## config.mk

```make
export PLATFORM = sky130hd
export DESIGN_NAME = vpc_mul
export DESIGN_NICKNAME = d
export VERILOG_FILES = /design/src/rtl/vpc_pkg.sv /design/src/rtl/vpc_mul.sv
export SDC_FILE = /design/constraint.sdc
export NUM_CORES = 2
export LEC_CHECK = 0
export BUFFER_PORTS_ARGS = -buffer_cell sky130_fd_sc_hd__buf_2
export CORE_MARGIN = 2
export CORE_UTILIZATION = 34
export DETAILED_ROUTE_END_ITERATION = 6
export GPL_TIMING_DRIVEN = 0
export SLEW_MARGIN = 0
export SYNTH_ARGS = -nofsm -noshare
export SYNTH_HDL_FRONTEND = slang
export SYNTH_SLANG_ARGS = --single-unit
export TNS_END_PERCENT = 50
```

## constraint.sdc

```tcl
create_clock -name i_clk -period 11.75 [get_ports i_clk]
set_clock_uncertainty 0.1 [all_clocks]
set_input_delay 2.9375 -clock i_clk [delete_from_list [all_inputs] [get_ports i_clk]]
set_output_delay 2.9375 -clock i_clk [all_outputs]
set_load 0.02 [all_outputs]
```

## src/rtl/vpc_pkg.sv

```systemverilog
// ---------------------------------------------------------------------------
// vpc_pkg
// Shared types and constants for the two-axis PI controller.
// ---------------------------------------------------------------------------
`default_nettype none

package vpc_pkg;

    localparam int MUL_W  = 33;
    localparam int PROD_W = 2 * MUL_W;
    localparam int PX_W   = 41;
    localparam int LIM_W  = 31;
    localparam int RAD_W  = 64;
    localparam int ROOT_W = 32;
    localparam int CNT_W  = 6;

    localparam logic [1:0] ACT_STEP  = 2'd0;
    localparam logic [1:0] ACT_LOAD  = 2'd1;
    localparam logic [1:0] ACT_CLEAR = 2'd2;

    localparam logic [1:0] CFG_PROP_GAIN    = 2'd0;
    localparam logic [1:0] CFG_INTEG_GAIN   = 2'd1;
    localparam logic [1:0] CFG_INTEG_LIMIT  = 2'd2;
    localparam logic [1:0] CFG_OUTPUT_LIMIT = 2'd3;

    typedef enum logic {
        MODE_SQRT,
        MODE_DIV
    } t_unit_mode;

    typedef struct packed {
        logic       start;
        t_unit_mode mode;
    } t_unit_req;

    typedef enum logic [4:0] {
        S_IDLE,
        S_MUL_PX,
        S_MUL_PY,
        S_MUL_KDT,
        S_MUL_IX,
        S_MUL_IY,
        S_INC_Y,
        S_LOAD_I,
        S_LOAD_O,
        S_CL_INIT,
        S_CL_SHIFT,
        S_SQ0,
        S_SQ1,
        S_SQ2,
        S_SQ3,
        S_SQRT_WAIT,
        S_MUL_NX,
        S_DIV_X_GO,
        S_DIV_X_WAIT,
        S_MUL_NY,
        S_DIV_Y_GO,
        S_DIV_Y_WAIT,
        S_CL_DONE,
        S_FINAL
    } t_state;

endpackage

`default_nettype wire

```

## src/rtl/vpc_mul.sv

```systemverilog
// ---------------------------------------------------------------------------
// vpc_mul
// Shared signed 33x33 multiplier with a registered product.
// ---------------------------------------------------------------------------
`default_nettype none

module vpc_mul (
    input  wire logic                                 i_clk,
    input  wire logic signed [vpc_pkg::MUL_W-1:0]     i_a,
    input  wire logic signed [vpc_pkg::MUL_W-1:0]     i_b,
    output logic signed [vpc_pkg::PROD_W-1:0]         o_prod
);
    import vpc_pkg::*;

    logic signed [PROD_W-1:0] r_prod;

    always_ff @(posedge i_clk) begin
        r_prod <= i_a * i_b;
    end

    assign o_prod = r_prod;

endmodule

`default_nettype wire

```

# Word-level counts from Yosys, hierarchy flattened
# Cells that the tools add are included.
# op_classes
div,0
magnitude_cmp,0
n_reduce_logical,0
n_eq_ne,0
add_sub_neg,0
n_mul,1
bitwise_logic,0
shift,0
muxes,0
# ops
operator,count
$mul A33 B33 Y66,1
# word_totals
rom_bits,0
ram_bits,0
output_inout_bits,66
register_bits,66
memories,0
latchBits,0

# Depth between registers and ports, before layout
# logic_depth
depth_word,1
ltp_mapped,27
depth_no_buf,26

# Worst setup path after synthesis
# Ideal clock, no wire load.
# synth_path
path_kind,input-to-reg
from,input port i_a[32] (netlist name)
to,"register r_prod[62], in the netlist o_prod[62]"
path_stages,23
arrival_time_ps,10095
setup_time_ps,79
setup_slack_ps,1476
cell_sequence,clkbuf_1 nand2_1 inv_1 fa_1 fa_1 fa_1 fa_1 fa_1 fa_1 fa_1 inv_1 fa_1 inv_1 ha_1 clkbuf_1 and3_1 nand3_1 nand2b_1 a2111oi_4 a211oi_4 a21o_2 a21o_1 a211oi_2
# synth_via
elab_chain_cells,1
# synth_rtl
element,line_no,rtl
"start, declared",vpc_mul.sv:9,"input wire logic signed [vpc_pkg::MUL_W-1:0] i_a,"
$mul A33 B33 Y66,vpc_mul.sv:18,r_prod <= i_a * i_b;
"end signal, assigned",vpc_mul.sv:18,
"end, declared",vpc_mul.sv:15,logic signed [PROD_W-1:0] r_prod;
# Every way passes these cells.

# Final worst setup path
# layout_path
from,input port i_a[9] (netlist name)
to,"register r_prod[58], in the netlist o_prod[58]"
# The elaborated chain is that of the path after synthesis.

==> summary.md <==
| Metric | Value |
|---|---|
| Number of flip-flops under the largest register name | `66` |
| Cell family with most CP delay | `adder cells` |
| Clk sinks | `66` |
| Hold Violations, Final | `0` |
| Drt pass-1 iters | `5` |
| Sequential share of the synthesized area | `3.24%` |
| FILL cells | `12300` |
| Number of synthesis warnings | `0` |
| Htree depth | `3` |
| Root Buffer | `clkbuf_16` |
| Pre-CTS setup slack | `-1280 ps` |
| Top-area cell type share of the netlist area | `56.3%` |
| Nature of the critical path endpoint | `register` |
| Mapped Area | `40700 um^2` |
| DRC violations left | `0` |
| Syn avg cell area | `9.39 um^2` |
| Initial core utilization | `34.4%` |
| Crit path max fanout | `10` |
| CP Class | `primary input to register` |
| Die width | `350 um` |
| Finish-stage setup viols | `0` |
| Mux cell area share after synthesis | `0%` |
| IO buf count | `132` |
| Cell mode on critical path | `fa_1` |
| Vias per cell | `4.97` |
| Drt wl/cell | `24.8 um` |
| Num rows | `126` |
| Synth Area in Compound Gates | `4.07%` |
| Largest net degree at the start of global routing | `27` |
| Largest family of logic cells by synthesized area | `adder cells` |
| EDFF count, synth | `0` |
| Adder-Cell Fraction of Synth Area | `62.9%` |
| Grt ovf | `0` |
| Post-DRT Antenna Nets | `0` |
| Slew HR | `20.1%` |
| Post-Place Cells | `6070` |
| Worst hold path class | `primary input to register` |
| Most common cell in the synthesized netlist | `fa_1` |
| CP Buf/Inv Count | `5` |
| First-pass GRT wire length | `224 mm` |
| Hold endpoint | `o_prod[0]$_DFF_P_` |
| Synth-to-layout area growth | `7.38%` |
| Ys async rst share | `0%` |
| Crit path launch type | `primary input` |
| Slowest CP cell | `clkbuf_1` |
| Multi-input gate area | `34300 um^2` |
| Hold depth | `2` |
| Die area | `123000 um^2` |
| Post-Synth XOR/XNOR Area | `1.46%` |
| Final WS setup | `124 ps` |
| Num CTS Buffers | `9` |
| DR iter-0 viols | `2319` |
| Post-synthesis simple-gate area fraction | `15.8%` |
| CTS tree | `done` |
| Synth cell types | `80` |
| Status | `finished clean` |
| Max Cap Viol | `0` |
| Slowest stage delay, CP | `780 ps` |
| FF/Latch Area | `1320 um^2` |
| Layout cells sized above 1 | `4.66%` |
| I/O pins | `133` |
| Post-Syn Nets | `5767` |
| Top post-synthesis cells by count | `fa_1 (1145), inv_1 (1131), and2_1 (562)` |
| Post-synth top flop | `dfxtp_1` |
| Initial antenna violation count | `38` |
| Nets | `5908` |
| CP Cell Sequence | `buf_2, clkbuf_1, nand2_1, fa_1, inv_1, fa_1, fa_1, fa_1, fa_1, fa_1, fa_1, inv_1, fa_1, inv_1, ha_1, a21oi_1, o21ai_0, a22oi_1, nor2_1, a211oi_4, a21oi_2, nor4b_2, a311oi_1` |
| Worst slew pin tran | `1200 ps` |
| Cell taking the most area after synthesis | `fa_1` |
| Tot GR Track Use | `25.7%` |
| Critical Path AT | `11830 ps` |
| Vias | `30300` |
| Clk buf depth | `2` |
| Tmin final | `11630 ps` |
| WP data required | `11960 ps` |
| Final Cycle Share | `98.9%` |
| Min Hold Slack | `2860 ps` |
| Slew Viols, Final | `0` |
| FMAX | `86.0 MHz` |
| DPL Wire Length | `132 mm` |
| Synthesis-stage register bit count | `66` |
| Vias in the first global route | `32800` |
| Non-filler cells, final | `6099` |
| Hold buffers post-CTS | `0` |
| Clock-pin transition on the worst setup and hold timing paths | `70 ps` |
| Top cells by area, synth | `fa_1 (56%), inv_1 (10%), and2_1 (8.6%), ha_1 (6.7%), nand2_1 (5.1%)` |
| Final Wtd Congestion | `0.997` |
| Hold path start | `i_a[0]` |
| Unrepaired setup endpoints after global routing | `yes` |
| Synthesized instance count | `4338` |
| Die H | `350 um` |
| Core Region | `118000 um^2` |
| WL final | `151 mm` |
through the flow:
step           utilization (%)  setup TNS, ps  cell area (um^2)
2_1_floorplan                -              0             40700
3_3_place_gp              36.7         -11770             43400
3_5_place_dp              36.7         -11870             43400
4_1_cts                   36.9              0             43700
5_1_grt                   36.9          -10.7             43700
6_report                  36.9              0             43700
how the worst max path moves through the flow:
stage | endpoint | cells after the start | slack [ps] | start
3_3_place_gp | o_prod[64]$_DFF_P_ | 22 | -1260 | i_a[32]
6_report | o_prod[58]$_DFF_P_ | 23 | 120 | i_a[9]
2_1_floorplan | o_prod[62]$_DFF_P_ | 23 | 1480 | i_a[32]
5_1_grt | o_prod[58]$_DFF_P_ | 25 | -10 | i_a[26]
4_1_cts | o_prod[58]$_DFF_P_ | 24 | 90 | i_b[9]
3_5_place_dp | o_prod[64]$_DFF_P_ | 22 | -1280 | i_a[32]
final cells by class:
cell class,instances,share of cell area (%)
Tap cell,1600,4.58
Buffer,218,1.96
Sequential cell,66,3.02
Clock buffer,9,0.515
Inverter,1131,9.71
Clock inverter,7,0.123
Multi-Input combinational cell,2920,78.5
Timing Repair Buffer,133,1.53
Antenna cell,15,0.0858
repair_timing:
action / CTS / global route
resized for setup: 6 / 18
endpoints found under the setup margin: 13 / 8
pin swaps: 1 / 1
cloned: 0 / 0
buffers inserted: 1 / 0
cell families after synthesis:
kind of cell,count (synthesis)
AO/OA/AOI/OAI,219
buffers and inverters,1352
AND/OR/NAND/NOR,1271
XOR/XNOR,68
flip-flops,66
adder cells (fa/ha/maj),1362
metal layers:
layer / track usage, % / share of wire (%) / routed length [um]
met1: 33.9 / 40 / 60900
met2: 39.6 / 45 / 67900
met3: 6.02 / 9.1 / 13800
met4: 12.7 / 5.6 / 8520
met5: 0 / 0.070 / 106
cells in the final DEF, fill, tap and decap left out, types with 7 or more instances in the layout:
cell type / Yosys / routed
fa_1: 1145 / 1143
inv_1: 1131 / 1131
and2_1: 562 / 562
nand2_1: 551 / 551
ha_1: 217 / 217
clkbuf_1: 208 / 196
buf_2: 11 / 143
nor2_1: 68 / 68
dfxtp_1: 66 / 66
a21oi_1: 57 / 57
xnor2_1: 43 / 43
a21o_1: 36 / 36
o21ai_0: 25 / 25
nand3_1: 25 / 25
xor2_1: 25 / 25
diode_2: 0 / 15
nand2b_1: 12 / 12
o21bai_1: 11 / 11
nand4_1: 11 / 11
clkbuf_16: 0 / 9
clkbuf_2: 0 / 8
a31oi_1: 8 / 8
a211oi_1: 7 / 7
Power is left out: the tool's default activity adds up to more than one toggle a clock period on the data nets, which glitch-free logic cannot reach.
