===== config.mk =====
export PLATFORM = sky130hd
export DESIGN_NAME = vpc_iter
export DESIGN_NICKNAME = d
export VERILOG_FILES = /design/src/rtl/vpc_pkg.sv /design/src/rtl/vpc_iter.sv
export SDC_FILE = /design/constraint.sdc
export NUM_CORES = 1
export LEC_CHECK = 0
export BUFFER_PORTS_ARGS = -buffer_cell sky130_fd_sc_hd__buf_2
export CAP_MARGIN = 40
export CORE_ASPECT_RATIO = 1.2
export CORE_MARGIN = 5
export CORE_UTILIZATION = 53
export DETAILED_ROUTE_END_ITERATION = 8
export HOLD_SLACK_MARGIN = 0.1
export PLACE_DENSITY = 0.77
export SYNTH_ARGS = -nofsm -noshare
export SYNTH_HDL_FRONTEND = slang
export SYNTH_SLANG_ARGS = --single-unit

===== constraint.sdc =====
create_clock -name i_clk -period 4.75 [get_ports i_clk]
set_clock_uncertainty 0.15 [all_clocks]
set_input_delay 0.95 -clock i_clk [delete_from_list [all_inputs] [get_ports i_clk]]
set_output_delay 0.95 -clock i_clk [all_outputs]
set_load 0.03 [all_outputs]

===== src/rtl/vpc_pkg.sv =====
// ---------------------------------------------------------------------------
// vpc_pkg
// Shared types and constants for the two-axis PI controller.
// ---------------------------------------------------------------------------
`default_nettype none

package vpc_pkg;

    localparam int MUL_W  = 33;
    localparam int PROD_W = 2 * MUL_W;
    localparam int PX_W   = 41;
    localparam int LIM_W  = 31;
    localparam int RAD_W  = 64;
    localparam int ROOT_W = 32;
    localparam int CNT_W  = 6;

    localparam logic [1:0] ACT_STEP  = 2'd0;
    localparam logic [1:0] ACT_LOAD  = 2'd1;
    localparam logic [1:0] ACT_CLEAR = 2'd2;

    localparam logic [1:0] CFG_PROP_GAIN    = 2'd0;
    localparam logic [1:0] CFG_INTEG_GAIN   = 2'd1;
    localparam logic [1:0] CFG_INTEG_LIMIT  = 2'd2;
    localparam logic [1:0] CFG_OUTPUT_LIMIT = 2'd3;

    typedef enum logic {
        MODE_SQRT,
        MODE_DIV
    } t_unit_mode;

    typedef struct packed {
        logic       start;
        t_unit_mode mode;
    } t_unit_req;

    typedef enum logic [4:0] {
        S_IDLE,
        S_MUL_PX,
        S_MUL_PY,
        S_MUL_KDT,
        S_MUL_IX,
        S_MUL_IY,
        S_INC_Y,
        S_LOAD_I,
        S_LOAD_O,
        S_CL_INIT,
        S_CL_SHIFT,
        S_SQ0,
        S_SQ1,
        S_SQ2,
        S_SQ3,
        S_SQRT_WAIT,
        S_MUL_NX,
        S_DIV_X_GO,
        S_DIV_X_WAIT,
        S_MUL_NY,
        S_DIV_Y_GO,
        S_DIV_Y_WAIT,
        S_CL_DONE,
        S_FINAL
    } t_state;

endpackage

`default_nettype wire


===== src/rtl/vpc_iter.sv =====
// ---------------------------------------------------------------------------
// vpc_iter
// Iterative unit: floor square root (two bits per cycle) or
// restoring division with a 31-bit quotient (one bit per cycle).
// ---------------------------------------------------------------------------
`default_nettype none

module vpc_iter (
    input  wire logic                          i_clk,
    input  wire logic                          i_rst_n,
    input  wire vpc_pkg::t_unit_req            i_req,
    input  wire logic [vpc_pkg::RAD_W-1:0]     i_opa,
    input  wire logic [vpc_pkg::ROOT_W-1:0]    i_div,
    output logic                               o_done,
    output logic [vpc_pkg::ROOT_W-1:0]         o_result
);
    import vpc_pkg::*;

    localparam int REM_W = ROOT_W + 3;

    logic               r_busy, n_busy;
    logic               r_done, n_done;
    t_unit_mode         r_mode, n_mode;
    logic [CNT_W-1:0]   r_cnt, n_cnt;
    logic [RAD_W-1:0]   r_rad, n_rad;
    logic [REM_W-1:0]   r_rem, n_rem;
    logic [ROOT_W-1:0]  r_root, n_root;
    logic [ROOT_W-1:0]  r_dvs, n_dvs;

    logic [REM_W-1:0]   rem_sh;
    logic [REM_W-1:0]   trial;

    always_comb begin
        n_busy = r_busy;
        n_done = 1'b0;
        n_mode = r_mode;
        n_cnt  = r_cnt;
        n_rad  = r_rad;
        n_rem  = r_rem;
        n_root = r_root;
        n_dvs  = r_dvs;
        rem_sh = '0;
        trial  = '0;
        if (i_req.start) begin
            n_busy = 1'b1;
            n_mode = i_req.mode;
            n_root = '0;
            n_dvs  = i_div;
            if (i_req.mode == MODE_SQRT) begin
                n_cnt = CNT_W'(ROOT_W);
                n_rad = i_opa;
                n_rem = '0;
            end else begin
                n_cnt = CNT_W'(LIM_W);
                n_rad = {i_opa[LIM_W-1:0], {(RAD_W-LIM_W){1'b0}}};
                n_rem = REM_W'(i_opa[2*LIM_W-1:LIM_W]);
            end
        end else if (r_busy) begin
            if (r_mode == MODE_SQRT) begin
                rem_sh = {r_rem[REM_W-3:0], r_rad[RAD_W-1:RAD_W-2]};
                trial  = {1'b0, r_root, 2'b01};
                n_rad  = {r_rad[RAD_W-3:0], 2'b00};
            end else begin
                rem_sh = {r_rem[REM_W-2:0], r_rad[RAD_W-1]};
                trial  = REM_W'(r_dvs);
                n_rad  = {r_rad[RAD_W-2:0], 1'b0};
            end
            if (rem_sh >= trial) begin
                n_rem  = rem_sh - trial;
                n_root = {r_root[ROOT_W-2:0], 1'b1};
            end else begin
                n_rem  = rem_sh;
                n_root = {r_root[ROOT_W-2:0], 1'b0};
            end
            n_cnt = r_cnt - CNT_W'(1);
            if (r_cnt == CNT_W'(1)) begin
                n_busy = 1'b0;
                n_done = 1'b1;
            end
        end
    end

    always_ff @(posedge i_clk) begin
        if (!i_rst_n) begin
            r_busy <= 1'b0;
            r_done <= 1'b0;
        end else begin
            r_busy <= n_busy;
            r_done <= n_done;
        end
        r_mode <= n_mode;
        r_cnt  <= n_cnt;
        r_rad  <= n_rad;
        r_rem  <= n_rem;
        r_root <= n_root;
        r_dvs  <= n_dvs;
    end

    assign o_done   = r_done;
    assign o_result = r_root;

endmodule

`default_nettype wire


Word-level counts from Yosys, hierarchy flattened
Cells that the tools add are included. W data, S select, Z words.

Multipliers: 0. Eq/ne operators: 1. Muxes and demuxes: 22. Divide/modulo/power cells: 0. Bitwise gates (word level): 2. Shift-type cells: 0. Reductions and logical operators: 2. $add $sub $neg: 2. $lt $le $gt $ge: 1.

Operators with widths (count): $mux W64 (4); $mux W35 (5); $mux W34 (4); $ge A35 B35 Y1 (1); $sub A34 B34 Y34 (1); $mux W31 (1); $mux W6 (3); $eq A6 B1 Y1 const B (1); $sub A6 B1 Y6 const B (1); $mux W1 (5); $reduce_or A3 Y1 (1); $not A1 Y1 (2); $reduce_bool A2 Y1 (1).

Memories kept: 0. Input bits: 100. Latch bits: 0. Output and inout port bits: 33. Bits in read-only memories: 0. Bits in registers: 171. Memory bits (writable): 0. Word-level logic and storage cells: 38.

Depth between registers and ports, before layout
Word-level depth: 7. Depth in mapped cells: 19. Depth with buffers taken out: 13.

Worst setup path before layout
Ideal clock, no wire load.

Path type: register to register. Start point: reg r_mode. End point: reg r_rem[13] (data pin). Setup slack: 0.318 ns. Clock period less this slack: 4.432 ns. Arrival time: 4.023 ns. Library setup time: 0.259 ns. Data required time: 4.341 ns. Cell stages (with the launch flop): 19. Buffers on the path: 7. Cells stage by stage: edfxtp_1 > buf_2 > buf_2 > buf_1 > buf_1 > buf_2 > mux2i_1 > ha_1 > buf_4 > nand4_2 > o21ai_1 > a31oi_2 > a21oi_2 > o31ai_4 > a21oi_4 > o31ai_4 > buf_6 > nor3_2 > a211o_1.

Word-level cells in the longest chain between the ends: 7. Elaborated cells between the ends (all ways): 11. Those cells by class: 1 x add/sub; 1 x order compare; 9 x mux.

Ends and longest elaborated chain: from (decl) (RTL line vpc_iter.sv:23) `t_unit_mode r_mode, n_mode;`; from (signal assigned) (RTL line vpc_iter.sv:91) `r_mode <= n_mode;`; $mux W35 / $mux W34 (equally long branches) (RTL line vpc_iter.sv:59) `if (r_mode == MODE_SQRT) begin`; $mux W35 (RTL line vpc_iter.sv:58) `end else if (r_busy) begin`; $mux W35 (RTL line vpc_iter.sv:44) `if (i_req.start) begin`; $sub A34 B34 Y34 / $ge A35 B35 Y1 (equally long branches) (RTL line vpc_iter.sv:69, vpc_iter.sv:68); $mux W34 * (RTL line vpc_iter.sv:68) `if (rem_sh >= trial) begin`; $mux W34 * (RTL line vpc_iter.sv:58); $mux W34 * (RTL line vpc_iter.sv:44); named net n_rem[13] (RTL line vpc_iter.sv:26) `logic [REM_W-1:0] r_rem, n_rem;`; to (signal assigned) (RTL line vpc_iter.sv:94) `r_rem <= n_rem;`; to (decl) (RTL line vpc_iter.sv:26).

Mark *: on every way through the listed nets, which the timed path passes. The rest lies on a longest branch. The select of a mux whose other input is x is not followed. A chain may end at the register's enable or synchronous reset.

Worst setup path in the final report
Start point: reg r_mode. End point: reg r_rem[24] (data pin).

The elaborated chain is that of the path after synthesis.

==> summary by stage <==
Clock network
The number of hold buffers added after cts is 0. The tree is rooted in a clkbuf_16. CTS saw 171 sinks. The post-CTS clock slew at the launch and capture registers of the worst setup and hold paths is 0.06 ns. The number of gates resized after CTS is 0. The longest clock path from root to sink contains 2 buffers. The CTS tree is done.

The TritonCTS buffer count is 17. The H-tree depth reported by CTS is 4. The post-CTS setup buffer count is 0.

The clock latency of the later-clocked register in the worst-skew pair is 0.43 ns.

Logic synthesis
The register bit total from synthesis is 171. The most instantiated flip-flop cell in the synthesis netlist is edfxtp_1. The cell type with the highest aggregate area in the netlist is edfxtp_1.

The area share of the largest cell type after synthesis is 39.15%. After synthesis, flip-flops and latches occupy 45.62% of the total area. Synthesis handed over a netlist of 964 instances. The mean instance size in the synthesized netlist is roughly 11 µm². By area the synthesized netlist is led by edfxtp_1, mux2i_1, dfxtp_1. In this run, synthesis inferred 137 flip-flops with an integrated enable. When the netlist entered floorplanning its net count stood at between 1k and 1.5k.

The area of the mapped netlist is 0.01051 mm². The fraction of synthesis flops using an asynchronous set or reset pin is 0%. The Yosys warning count is 0. The count of distinct cell types in the synthesized netlist is 69.

Finish
The final layout contains about 1.2k nets. The final cell area excluding filler cells is around 0.012 mm². Leaving out fill and tap cells, the most frequent cell in the layout is mux2i_1.

After the flow finishes, the layout carries non-filler instances totaling approximately 1.3k. The top cell types in the final layout, fill and taps aside, are mux2i_1, edfxtp_1, buf_2. The post-route netlist has between 20 and 25% of its cells at a drive strength greater than 1. The layout overhead on the synthesized area is 12.76%. The diode insertion count for antenna repair is 0.

Drt
The number of nets with antenna violations after detailed routing is 0. The ratio of routed vias to standard cells is around 5.9. The met1 wire length is 11260 µm. The number of vias in the routed layout is 7926. In the routed design, unresolved DRC markers number 0.

In the detailed route, the total length drawn on met3 is 1574 µm. The detailed router finished its first iteration with ~700 violations. Dividing the detail-routed wire length by the instance count gives 18.79 µm. The overall routed net length is 25070 µm. The length of routed met2 wiring is approximately 12000 µm. The top routing layer in use is met4. The first TritonRoute pass finished after 5 iterations.

Pwr
In this run the static leakage power is 4.944 nW. The power density relative to cell area is ~570 mW/mm². VDD sags by at most 360.4 µV.

Place
The weighted congestion reported at the end of routability-driven placement is around 0.9. After detailed placement, the design holds a cell count of approximately 1.3k. Once placement finished, the instance area stood at 0.01129 mm². The count of port buffers added during placement is 132. The wire-length estimate of the detail-placed layout is 17910 µm.

Job
The number of max-cap violations is 0.

Worst setup path
The worst setup path is captured at a register. The critical path data required time is ~4.8 ns. The worst setup path is launched from a register. The type of the worst setup path is register to register. Of all nets on the critical path, the largest fanout is 41. The worst reg-to-reg path cell count is 14. At the worst endpoint, the arrival time is 4.27 ns.

Timing
The setup TNS after final layout is 0 ns. Setup violations remaining at the end of the flow were counted as 0. Timing would allow up to roughly 0.24 GHz. In this run the tightest slew margin relative to its limit is between 40% and 50%.

Dividing the final minimum period by the clock period gives 89.30%. The max-slew violation count is 0. The clock period minus worst slack is 4.242 ns. Setup repair after global routing left no endpoint under its margin. The actual transition at the worst max-transition pin is 0.8886 ns. The number of hold violations in the final report is 0.

Floorplan
The site row count is 56. The floorplan step defined a core boundary enclosing 0.01955 mm². In this run the count of I/O pins placed on the die edge is between 100 and 150. In this run the horizontal extent of the chip is roughly 140 µm.

The starting density of the core is between 50 and 60%. The die covers 0.02276 mm². The vertical die dimension is ~160 µm.

GRT
The maximum number of pins on one net before global-route repair is 91. The number of global-route vias before repair is 7682. Global routing used 21.69% of the available tracks. The total global routing overflow is 0. The initial antenna violation count is 0. The first global-routing pass estimated 39750 µm of wire.

Run status
The flow ran to the end, and the final reports show no timing, DRC or antenna violations.

Worst hold path
The worst min-delay path class is register to register. The worst hold path passes through 2 cells.
[critical path: stages, from the launching register on]
cell and delay [ns]:
edfxtp_1 0.44, buf_12 0.28, mux2i_1 0.27, ha_1 0.21, inv_1 0.06, fa_1 0.40
a21oi_1 0.22, o22ai_1 0.14, o211ai_2 0.22, a31o_2 0.26, o221ai_2 0.22, a2111oi_0 0.52
nor3_1 0.13, and3_1 0.24, a211o_1 0.23
[report_power, final]
group	internal (W)	switching [W]	total, W
Clock	0.000771	0.000583	0.00135
Combinational	0.00141	0.00189	0.00330
Sequential	0.00197	0.000131	0.00210
Total	0.00415	0.00260	0.00676
[metrics by stage]
step	power [W]	hold slack [ns]	utilization (%)	setup WS (ns)
floorplan	0.004834	0.3921	-	0.3177
global placement	0.005303	0.3688	57.76	0.6524
detailed placement	0.005371	0.3804	57.76	0.5846
CTS	0.006739	0.3936	60.62	0.5449
global route	0.007158	0.4183	60.62	0.2985
finish	0.006755	0.3929	60.62	0.5082
[cell type report]
type                            count  area [µm²]
Clock inverter                     12       122.6
Multi-Input combinational cell    716        5333
Tap cell                          261       326.6
Clock buffer                       20       436.7
Timing Repair Buffer              145       802.0
Inverter                            9       33.78
Sequential cell                   171        4796
Fill cell                        1635        7699
[worst paths after layout]
check                from            to  slack, ns
min reg2reg  o_result[31]  o_result[31]       0.39
max reg2reg        r_mode     r_rem[24]       0.51
min          o_result[31]  o_result[31]       0.39
max                r_mode     r_rem[24]       0.51
[layer usage]
layer	track usage [%]	vias up
met3	4.339	40
met5	0	-
met4	7.547	0
met1	29.24	3790
met2	35.17	283
li1	-	3813
[kinds of logic (layout without fill, tap and decap cells)]
logic type,Yosys count,count (layout),synth area share [%]
simple gates,230,230,10.94
xor+xnor,35,35,2.917
flops,171,171,45.62
mux,174,174,16.97
compound gates,240,240,15.39
fa+ha+maj,37,37,4.477
buf+inv,77,186,3.679
[flip-flops by register name (all words and copies together) (netlist names)]
name	count
o_result	32
r_dvs	32
r_busy	1
r_rad	64
r_mode	1
r_rem	34
r_cnt	6
o_done	1
[synth_stat cells, drive strengths merged (3+ instances only)]
master    n
mux2i   141
o31ai     5
xor2     13
dfxtp    34
nand4     9
a21o     21
ha       36
inv       9
nand3     9
nand2b    6
nor3     14
and3     13
mux2     33
o21ai    66
a32o      4
o211ai    3
and2      4
a21oi    72
a31oi     3
a32oi     3
clkbuf   30
nand2    78
buf      38
a211o     9
xnor2    22
a211oi   37
nor2     52
nor2b    35
edfxtp  137
and4      3
Note: power is estimated with default switching activity, not from simulation.
